--- src/rtl/core/mlat_pkg.sv ---
// ----------------------------------------------------------------------------
// mlat_pkg
// Shared codes, command/status bundles and time compare for the listener table.
// ----------------------------------------------------------------------------
package mlat_pkg;

    localparam int MAX_LISTENERS_DEF = 64;

    localparam logic [2:0] OP_ADD    = 3'd0;
    localparam logic [2:0] OP_REMOVE = 3'd1;
    localparam logic [2:0] OP_LOOKUP = 3'd2;
    localparam logic [2:0] OP_TICK   = 3'd3;
    localparam logic [2:0] OP_CLEAR  = 3'd4;

    localparam logic [1:0] EV_NONE    = 2'd0;
    localparam logic [1:0] EV_ADDED   = 2'd1;
    localparam logic [1:0] EV_REMOVED = 2'd2;

    localparam logic [1:0] ST_OK       = 2'd0;
    localparam logic [1:0] ST_INVALID  = 2'd1;
    localparam logic [1:0] ST_NO_SPACE = 2'd2;
    localparam logic [1:0] ST_NOTFOUND = 2'd3;

    // event address source
    localparam logic [1:0] ASEL_ZERO  = 2'd0;
    localparam logic [1:0] ASEL_INPUT = 2'd1;
    localparam logic [1:0] ASEL_EVENT = 2'd2;

    localparam logic [31:0] TIME_FAR = 32'h7fff_ffff;

    typedef struct packed {
        logic       capture;
        logic       rd_en;
        logic       rd_last;
        logic       wr_addr;
        logic       wr_exp;
        logic       wr_at_count;
        logic       wr_from_rd;
        logic       cnt_inc;
        logic       cnt_dec;
        logic       idx_clr;
        logic       idx_inc;
        logic       arm;
        logic       tick_init;
        logic       tick_eval;
        logic       tick_set;
        logic       nexp_dec;
        logic       dl_clear;
        logic       latch_ev;
        logic       emit;
        logic [1:0] ev;
        logic [1:0] st;
        logic       fd;
        logic [1:0] asel;
        logic       last;
        logic       zero_dl;
    } mlat_cmd_t;

    typedef struct packed {
        logic [2:0] op;
        logic       addr_ok;
        logic       idx_eq_count;
        logic       match;
        logic       expired;
        logic       count_full;
        logic       count_zero;
        logic       nexp_zero;
        logic       out_free;
    } mlat_status_t;

    // a earlier than b on a wrapping 32-bit clock
    function automatic logic time_before(input logic [31:0] a, input logic [31:0] b);
        logic [31:0] d;
        d = a - b;
        return d[31];
    endfunction

endpackage

--- src/rtl/core/mlat_controller.sv ---
// ----------------------------------------------------------------------------
// mlat_controller
// Sequencer for search, append, remove, expiry scan and clear.
// ----------------------------------------------------------------------------
module mlat_controller
    import mlat_pkg::*;
(
    input  logic         clk,
    input  logic         rst_n,
    input  logic         in_valid,
    output logic         in_stall,
    input  mlat_status_t stat,
    output mlat_cmd_t    cmd
);

    localparam logic [4:0] S_IDLE   = 5'd0;
    localparam logic [4:0] S_DECODE = 5'd1;
    localparam logic [4:0] S_RD     = 5'd2;
    localparam logic [4:0] S_CMP    = 5'd3;
    localparam logic [4:0] S_R_RD   = 5'd4;
    localparam logic [4:0] S_R_MV   = 5'd5;
    localparam logic [4:0] S_T1_RD  = 5'd6;
    localparam logic [4:0] S_T1_CHK = 5'd7;
    localparam logic [4:0] S_T1_END = 5'd8;
    localparam logic [4:0] S_T2_RD  = 5'd9;
    localparam logic [4:0] S_T2_CHK = 5'd10;
    localparam logic [4:0] S_T2_LRD = 5'd11;
    localparam logic [4:0] S_T2_MV  = 5'd12;
    localparam logic [4:0] S_T2_EMT = 5'd13;
    localparam logic [4:0] S_C_RD   = 5'd14;
    localparam logic [4:0] S_C_LAT  = 5'd15;
    localparam logic [4:0] S_C_EMT  = 5'd16;
    localparam logic [4:0] S_EMIT   = 5'd17;

    logic [4:0] state_reg, state_next;
    logic [1:0] res_ev_reg, res_ev_next;
    logic [1:0] res_st_reg, res_st_next;
    logic       res_fd_reg, res_fd_next;
    logic [1:0] res_asel_reg, res_asel_next;
    logic       res_zdl_reg, res_zdl_next;

    assign in_stall = (state_reg != S_IDLE);

    always_comb
    begin
        cmd           = '0;
        state_next    = state_reg;
        res_ev_next   = res_ev_reg;
        res_st_next   = res_st_reg;
        res_fd_next   = res_fd_reg;
        res_asel_next = res_asel_reg;
        res_zdl_next  = res_zdl_reg;

        unique case (state_reg)
            S_IDLE:
            begin
                res_ev_next   = EV_NONE;
                res_st_next   = ST_OK;
                res_fd_next   = 1'b0;
                res_asel_next = ASEL_ZERO;
                res_zdl_next  = 1'b0;
                if (in_valid)
                begin
                    cmd.capture = 1'b1;
                    state_next  = S_DECODE;
                end
            end
            S_DECODE:
            begin
                priority case (stat.op)
                    OP_ADD:
                    begin
                        if (!stat.addr_ok)
                        begin
                            res_st_next = ST_INVALID;
                            state_next  = S_EMIT;
                        end
                        else
                        begin
                            cmd.idx_clr = 1'b1;
                            state_next  = S_RD;
                        end
                    end
                    OP_REMOVE, OP_LOOKUP:
                    begin
                        cmd.idx_clr = 1'b1;
                        state_next  = S_RD;
                    end
                    OP_TICK:
                    begin
                        cmd.idx_clr   = 1'b1;
                        cmd.tick_init = 1'b1;
                        state_next    = S_T1_RD;
                    end
                    OP_CLEAR:
                    begin
                        cmd.dl_clear = 1'b1;
                        state_next   = stat.count_zero ? S_EMIT : S_C_RD;
                    end
                    default:
                    begin
                        res_zdl_next = 1'b1;
                        state_next   = S_EMIT;
                    end
                endcase
            end
            S_RD:
            begin
                if (stat.idx_eq_count)
                begin
                    state_next = S_EMIT;
                    priority case (stat.op)
                        OP_ADD:
                        begin
                            if (stat.count_full)
                            begin
                                res_st_next = ST_NO_SPACE;
                            end
                            else
                            begin
                                cmd.wr_addr     = 1'b1;
                                cmd.wr_exp      = 1'b1;
                                cmd.wr_at_count = 1'b1;
                                cmd.cnt_inc     = 1'b1;
                                cmd.arm         = 1'b1;
                                res_ev_next     = EV_ADDED;
                                res_asel_next   = ASEL_INPUT;
                            end
                        end
                        OP_REMOVE:
                        begin
                            res_st_next = ST_NOTFOUND;
                        end
                        default:
                        begin
                            res_fd_next = 1'b0;
                        end
                    endcase
                end
                else
                begin
                    cmd.rd_en  = 1'b1;
                    state_next = S_CMP;
                end
            end
            S_CMP:
            begin
                if (stat.match)
                begin
                    priority case (stat.op)
                        OP_ADD:
                        begin
                            cmd.wr_exp = 1'b1;
                            cmd.arm    = 1'b1;
                            state_next = S_EMIT;
                        end
                        OP_REMOVE:
                        begin
                            state_next = S_R_RD;
                        end
                        default:
                        begin
                            res_fd_next = 1'b1;
                            state_next  = S_EMIT;
                        end
                    endcase
                end
                else
                begin
                    cmd.idx_inc = 1'b1;
                    state_next  = S_RD;
                end
            end
            S_R_RD:
            begin
                cmd.rd_en   = 1'b1;
                cmd.rd_last = 1'b1;
                state_next  = S_R_MV;
            end
            S_R_MV:
            begin
                // last entry fills the hole
                cmd.wr_addr    = 1'b1;
                cmd.wr_exp     = 1'b1;
                cmd.wr_from_rd = 1'b1;
                cmd.cnt_dec    = 1'b1;
                res_ev_next    = EV_REMOVED;
                res_asel_next  = ASEL_INPUT;
                state_next     = S_EMIT;
            end
            S_T1_RD:
            begin
                if (stat.idx_eq_count)
                begin
                    state_next = S_T1_END;
                end
                else
                begin
                    cmd.rd_en  = 1'b1;
                    state_next = S_T1_CHK;
                end
            end
            S_T1_CHK:
            begin
                cmd.tick_eval = 1'b1;
                cmd.idx_inc   = 1'b1;
                state_next    = S_T1_RD;
            end
            S_T1_END:
            begin
                cmd.tick_set = 1'b1;
                cmd.idx_clr  = 1'b1;
                state_next   = stat.nexp_zero ? S_EMIT : S_T2_RD;
            end
            S_T2_RD:
            begin
                cmd.rd_en  = 1'b1;
                state_next = S_T2_CHK;
            end
            S_T2_CHK:
            begin
                if (stat.expired)
                begin
                    cmd.latch_ev = 1'b1;
                    cmd.nexp_dec = 1'b1;
                    state_next   = S_T2_LRD;
                end
                else
                begin
                    cmd.idx_inc = 1'b1;
                    state_next  = S_T2_RD;
                end
            end
            S_T2_LRD:
            begin
                cmd.rd_en   = 1'b1;
                cmd.rd_last = 1'b1;
                state_next  = S_T2_MV;
            end
            S_T2_MV:
            begin
                cmd.wr_addr    = 1'b1;
                cmd.wr_exp     = 1'b1;
                cmd.wr_from_rd = 1'b1;
                cmd.cnt_dec    = 1'b1;
                state_next     = S_T2_EMT;
            end
            S_T2_EMT:
            begin
                if (stat.out_free)
                begin
                    cmd.emit   = 1'b1;
                    cmd.ev     = EV_REMOVED;
                    cmd.st     = ST_OK;
                    cmd.asel   = ASEL_EVENT;
                    cmd.last   = stat.nexp_zero;
                    state_next = stat.nexp_zero ? S_IDLE : S_T2_RD;
                end
            end
            S_C_RD:
            begin
                cmd.rd_en   = 1'b1;
                cmd.rd_last = 1'b1;
                state_next  = S_C_LAT;
            end
            S_C_LAT:
            begin
                cmd.latch_ev = 1'b1;
                cmd.cnt_dec  = 1'b1;
                state_next   = S_C_EMT;
            end
            S_C_EMT:
            begin
                if (stat.out_free)
                begin
                    cmd.emit   = 1'b1;
                    cmd.ev     = EV_REMOVED;
                    cmd.st     = ST_OK;
                    cmd.asel   = ASEL_EVENT;
                    cmd.last   = stat.count_zero;
                    state_next = stat.count_zero ? S_IDLE : S_C_RD;
                end
            end
            S_EMIT:
            begin
                if (stat.out_free)
                begin
                    cmd.emit    = 1'b1;
                    cmd.ev      = res_ev_reg;
                    cmd.st      = res_st_reg;
                    cmd.fd      = res_fd_reg;
                    cmd.asel    = res_asel_reg;
                    cmd.zero_dl = res_zdl_reg;
                    cmd.last    = 1'b1;
                    state_next  = S_IDLE;
                end
            end
            default:
            begin
                state_next = S_IDLE;
            end
        endcase
    end

    always_ff @(posedge clk or negedge rst_n)
    begin
        if (!rst_n)
        begin
            state_reg    <= S_IDLE;
            res_ev_reg   <= EV_NONE;
            res_st_reg   <= ST_OK;
            res_fd_reg   <= 1'b0;
            res_asel_reg <= ASEL_ZERO;
            res_zdl_reg  <= 1'b0;
        end
        else
        begin
            state_reg    <= state_next;
            res_ev_reg   <= res_ev_next;
            res_st_reg   <= res_st_next;
            res_fd_reg   <= res_fd_next;
            res_asel_reg <= res_asel_next;
            res_zdl_reg  <= res_zdl_next;
        end
    end

endmodule

--- config.mk ---
export PLATFORM = sky130hd
export DESIGN_NAME = mlat_controller
export DESIGN_NICKNAME = d
export VERILOG_FILES = /design/src/rtl/core/mlat_pkg.sv /design/src/rtl/core/mlat_controller.sv
export SDC_FILE = /design/constraint.sdc
export NUM_CORES = 1
export LEC_CHECK = 0
export ABC_AREA = 0
export BUFFER_PORTS_ARGS = -buffer_cell sky130_fd_sc_hd__buf_2
export CORE_MARGIN = 3
export CORE_UTILIZATION = 46
export DETAILED_ROUTE_END_ITERATION = 10
export GPL_TIMING_DRIVEN = 1
export PLACE_DENSITY_LB_ADDON = 0.08
export SYNTH_ARGS = -nofsm -noshare
export SYNTH_HDL_FRONTEND = slang
export SYNTH_SLANG_ARGS = --single-unit
--- constraint.sdc ---
create_clock -name clk -period 1.67 [get_ports clk]
set_input_delay 0 -clock clk [delete_from_list [all_inputs] [get_ports clk]]
set_output_delay 0 -clock clk [all_outputs]
set_load 0.02 [all_outputs]
# Yosys cells after proc, flatten, opt, wreduce, memory -nomap -nowiden
# Cells that the tools add are included.
# totals
out_inout_bits	29
elab_cells	141
inputBits	14
reg_bits	13
# op_classes
eq_ne	36
n_reduce_logical	22
muxes	77
# ops
operator	count
case mux 5 bit (18 select lines)	1
two-way mux 5 bit	11
equality test 5 x 4 -> 1 bit (second input constant)	8
two-way mux 1 bit	31
!= test 2 bit (second input constant)	12
equality test 5 x 3 -> 1 bit (second input constant)	4
case mux 5 bit (4 select lines)	1
case mux 2 bit (3 select lines)	3
two-way mux 2 bit	8
two-way mux 3 bit	5
case mux 1 bit (2 select lines)	7
two-way mux 4 bit	3
equality test 5 x 2 -> 1 bit (second input constant)	2
equality test 5 bit (second input constant)	2
two-way mux 10 bit	1
case mux 5 bit (2 select lines)	1
OR reduction 2 bit	5
case mux 1 bit (3 select lines)	3
case mux 3 bit (3 select lines)	1
nonzero test 3 bit	3
OR reduction 3 bit	3
AND reduction 4 bit	2
equality test 3 x 2 -> 1 bit (second input constant)	2
AND reduction 6 bit	1
15 further kinds	15

# Longest topological paths before layout
# logic_depth
word_depth	5
mapped_depth	7
mapped_depth_nobuf	5

# Worst setup path before layout
# Ideal clock, no wire load.
# synth_path
path_type	reg-to-output
start	reg state_reg[3]
end	out cmd[24] (netlist bit)
arrival_ns	1.894
required_time_ns	1.670
setup_slack_ns	-0.224
path_stages_with_launch	6
n_path_buf	1
path_cell_list	dfrtp_1 buf_2 nor3_2 nand2_1 nor3_1 nand2b_1
# synth_rtl
element	line	rtl
start: declaration	mlat_controller.sv:35	logic [4:0] state_reg, state_next;
start signal: assignment	mlat_controller.sv:318	state_reg <= state_next;
end: declaration	mlat_controller.sv:13	output mlat_cmd_t cmd

==> metrics <==
n_diodes 0; Hold Path End state_reg[0]; number of flops mapped to enable cells by yosys 0; FP Rows 18; end-of-flow core utilization 0.820; vias per inst 5.97; Synth top area share 0.227; layout cells sized above 1 0.485; period utilisation layout 1.07; Clk pwr share 0.050; Worst-path clk slew roughly 0.080 ns; Worst EP arrival 1.79 ns; final WL around 5000 um; Power Internal 2.02 mW; die area 0.00355 sq mm; Sink Count 12; Max VDD drop roughly 0.0012 V; residual DRC count 0; register share of total power 0.138; final worst slack -0.122 ns; fmax 558 MHz; Syn Std Cell Area 0.00132 sq mm; largest fanout on the critical path 5; chip width 59.6 um; Mapped Nets 201; Antenna Violating Nets Remaining 0; R2R Setup Slk -0.03 ns; CTS tree built; DRT iter0 DRCs 130; Area contributors post-synth dfrtp_1 23%, o21ai_0 6.8%, nor2_1 6.2%, nand2b_1 6.1%, nand2_1 5.4%; crit path launch type flop; reg2reg path depth 7; P_sw about 1.8 mW; Worst R2R End res_st_reg[1]; Crit. End Element primary output; First-pass DRT Iterations 4; CTS root buffer clkbuf_4; RePlAce Congestion around 0.92; first-pass GRT wire length 6930 um; Final setup viols 9; Syn Inst Count about 190; Hold Violations, Final 0; HPWL after detailed placement 3210 um; commonest cells in the netlist 22 x nor2_1, 19 x nand2_1, 18 x o21ai_0, 14 x a21oi_1, 13 x nand2b_1; final slew viol count 0; violated checks setup timing; post-synthesis sequential element count 12; Initial Utilization 0.506; Pwr Total 3.82 mW; power per cell area 1780 mW/mm^2; vias post-DR 1,743; fillers 171; Async SR Flop Fraction 1.00; vias in the first global route 1,480; hold path startpoint stat[0]; io pins 43; initial antenna violation count 0; yosys warns 0; Req. time, crit path 1.67 ns; clk_lat worst skew 0.29 ns; top sig layer met4; CTS Buf Count 3; Worst Setup SP state_reg[3]; share of total power in combinational logic 0.812; Hold Path Depth 4; GRT Util Overall 0.255; Worst Tran Pin Value 0.438 ns; library cells used by synthesis 45; sequential share of the synthesized area 0.227; P&R area growth vs syn 62.0%; htree depth 1; Die Span Y 59.6 um; largest net degree at the start of global routing 22; met3 wire length 490 um; number of flip-flops in the largest register 5; Port-buffer cells between 40 and 50; clk_skew between 0.005 and 0.006 ns; routed length on met1 2070 um; Nets 278; top_reg_cell synth dfrtp_1; Worst Hold Class in -> reg; status complete, but fails checks; area leader, netlist dfrtp_1; drt wl/cell 17.0 um; Setup CP Type reg -> out; min cycle time layout 1.79 ns; unrepaired setup endpoints after global routing yes; Leakage 1.03 nW; met2 routed WL 2330 um; clk buf depth 2; Max-cap violations 0; Syn Area/Cell 7.07 sq um; most common cell in the netlist nor2_1; final hold slack between 0.08 and 0.09 ns; switching portion of total power 0.470; core area 0.00261 sq mm; Relative slew margins 0.706; total grt overflow 0; reg2reg start state_reg[3]
repair_timing:
item / 4_1_cts / 5_1_grt
cloned: 0 / 1
hold buffers: 1 / 0
hold endpoints to repair: 12 / 0
pin swaps: 5 / 8
gates resized for setup: 26 / 46
buffers inserted: 10 / 9
endpoints found under the setup margin: 19 / 33
final cells by class:
class / count / area, sq um / area share
clock buffer: 3 / 22.5 / 0.0105
inverter: 4 / 15.0 / 0.00701
tap: 30 / 37.5 / 0.0175
sequential: 12 / 305 / 0.143
timing repair buffer: 88 / 697 / 0.325
multi-input combinational: 155 / 1060 / 0.497
critical path, cell delays in order, from the launching register on:
cell,delay [ns]
dfrtp_2,0.46
or3_4,0.42
buf_6,0.13
nor2_1,0.07
and3_1,0.18
nand2b_4,0.13
buf_6,0.11
per-layer routing:
metal / vias to the layer above / global-route usage
met5: - / 0
met4: 0 / 0.0538
met3: 10 / 0.0436
met2: 96 / 0.412
met1: 823 / 0.356
li1: 814 / -
worst max-delay path by stage:
| stage | endpoint | slack [ns] |
|---|---|---|
| after floorplan | cmd[24] | 0.02 |
| after global placement | res_asel_reg[0] | 0.04 |
| after detailed placement | res_asel_reg[0] | -0.02 |
| after CTS | cmd[1] | -0.07 |
| after global routing | cmd[8] | -0.15 |
| final | cmd[23] | -0.12 |
kinds of logic after synthesis:
logic type | Yosys count | share of synthesized area
DFF | 12 | 0.227
muxes | 3 | 0.0227
and+or+nand+nor | 95 | 0.385
AOI/OAI and AO/OA | 55 | 0.264
buffers and inverters | 20 | 0.0880
xor gates and xnor gates | 2 | 0.0132
placed cells by master, fill, tap and decap left out, drive strengths merged, types with 3 or more instances in the layout:
| cell | instances |
|---|---|
| clkbuf | 4 |
| a21o | 4 |
| nor2b | 5 |
| nand2 | 19 |
| a21oi | 15 |
| nor2 | 23 |
| dfrtp | 12 |
| inv | 4 |
| buf | 86 |
| o21ai | 19 |
| mux2i | 3 |
| a31oi | 3 |
| and2 | 7 |
| and3 | 5 |
| nand2b | 13 |
| or3 | 5 |
| nor3 | 8 |
per-stage QoR:
step           TNS (ns)  area (sq um)  worst slack, ns  instances
6_report         -0.547          2140           -0.122        292
3_5_place_dp    -0.0210          1700          -0.0210        270
3_3_place_gp          0          1700           0.0407        270
4_1_cts          -0.485          1880          -0.0741        283
2_1_floorplan         0          1330           0.0230        187
5_1_grt           -1.36          2140           -0.152        292
power by group through the flow:
stage	combinational [mW]	sequential, mW	clock (mW)
CTS	2.45	0.502	0.185
detailed placement	2.09	0.517	0
global placement	2.08	0.509	0
floorplan	1.41	0.458	0
finish	3.10	0.526	0.193
global route	3.29	0.538	0.200
Note: power is estimated with default switching activity, not from simulation.
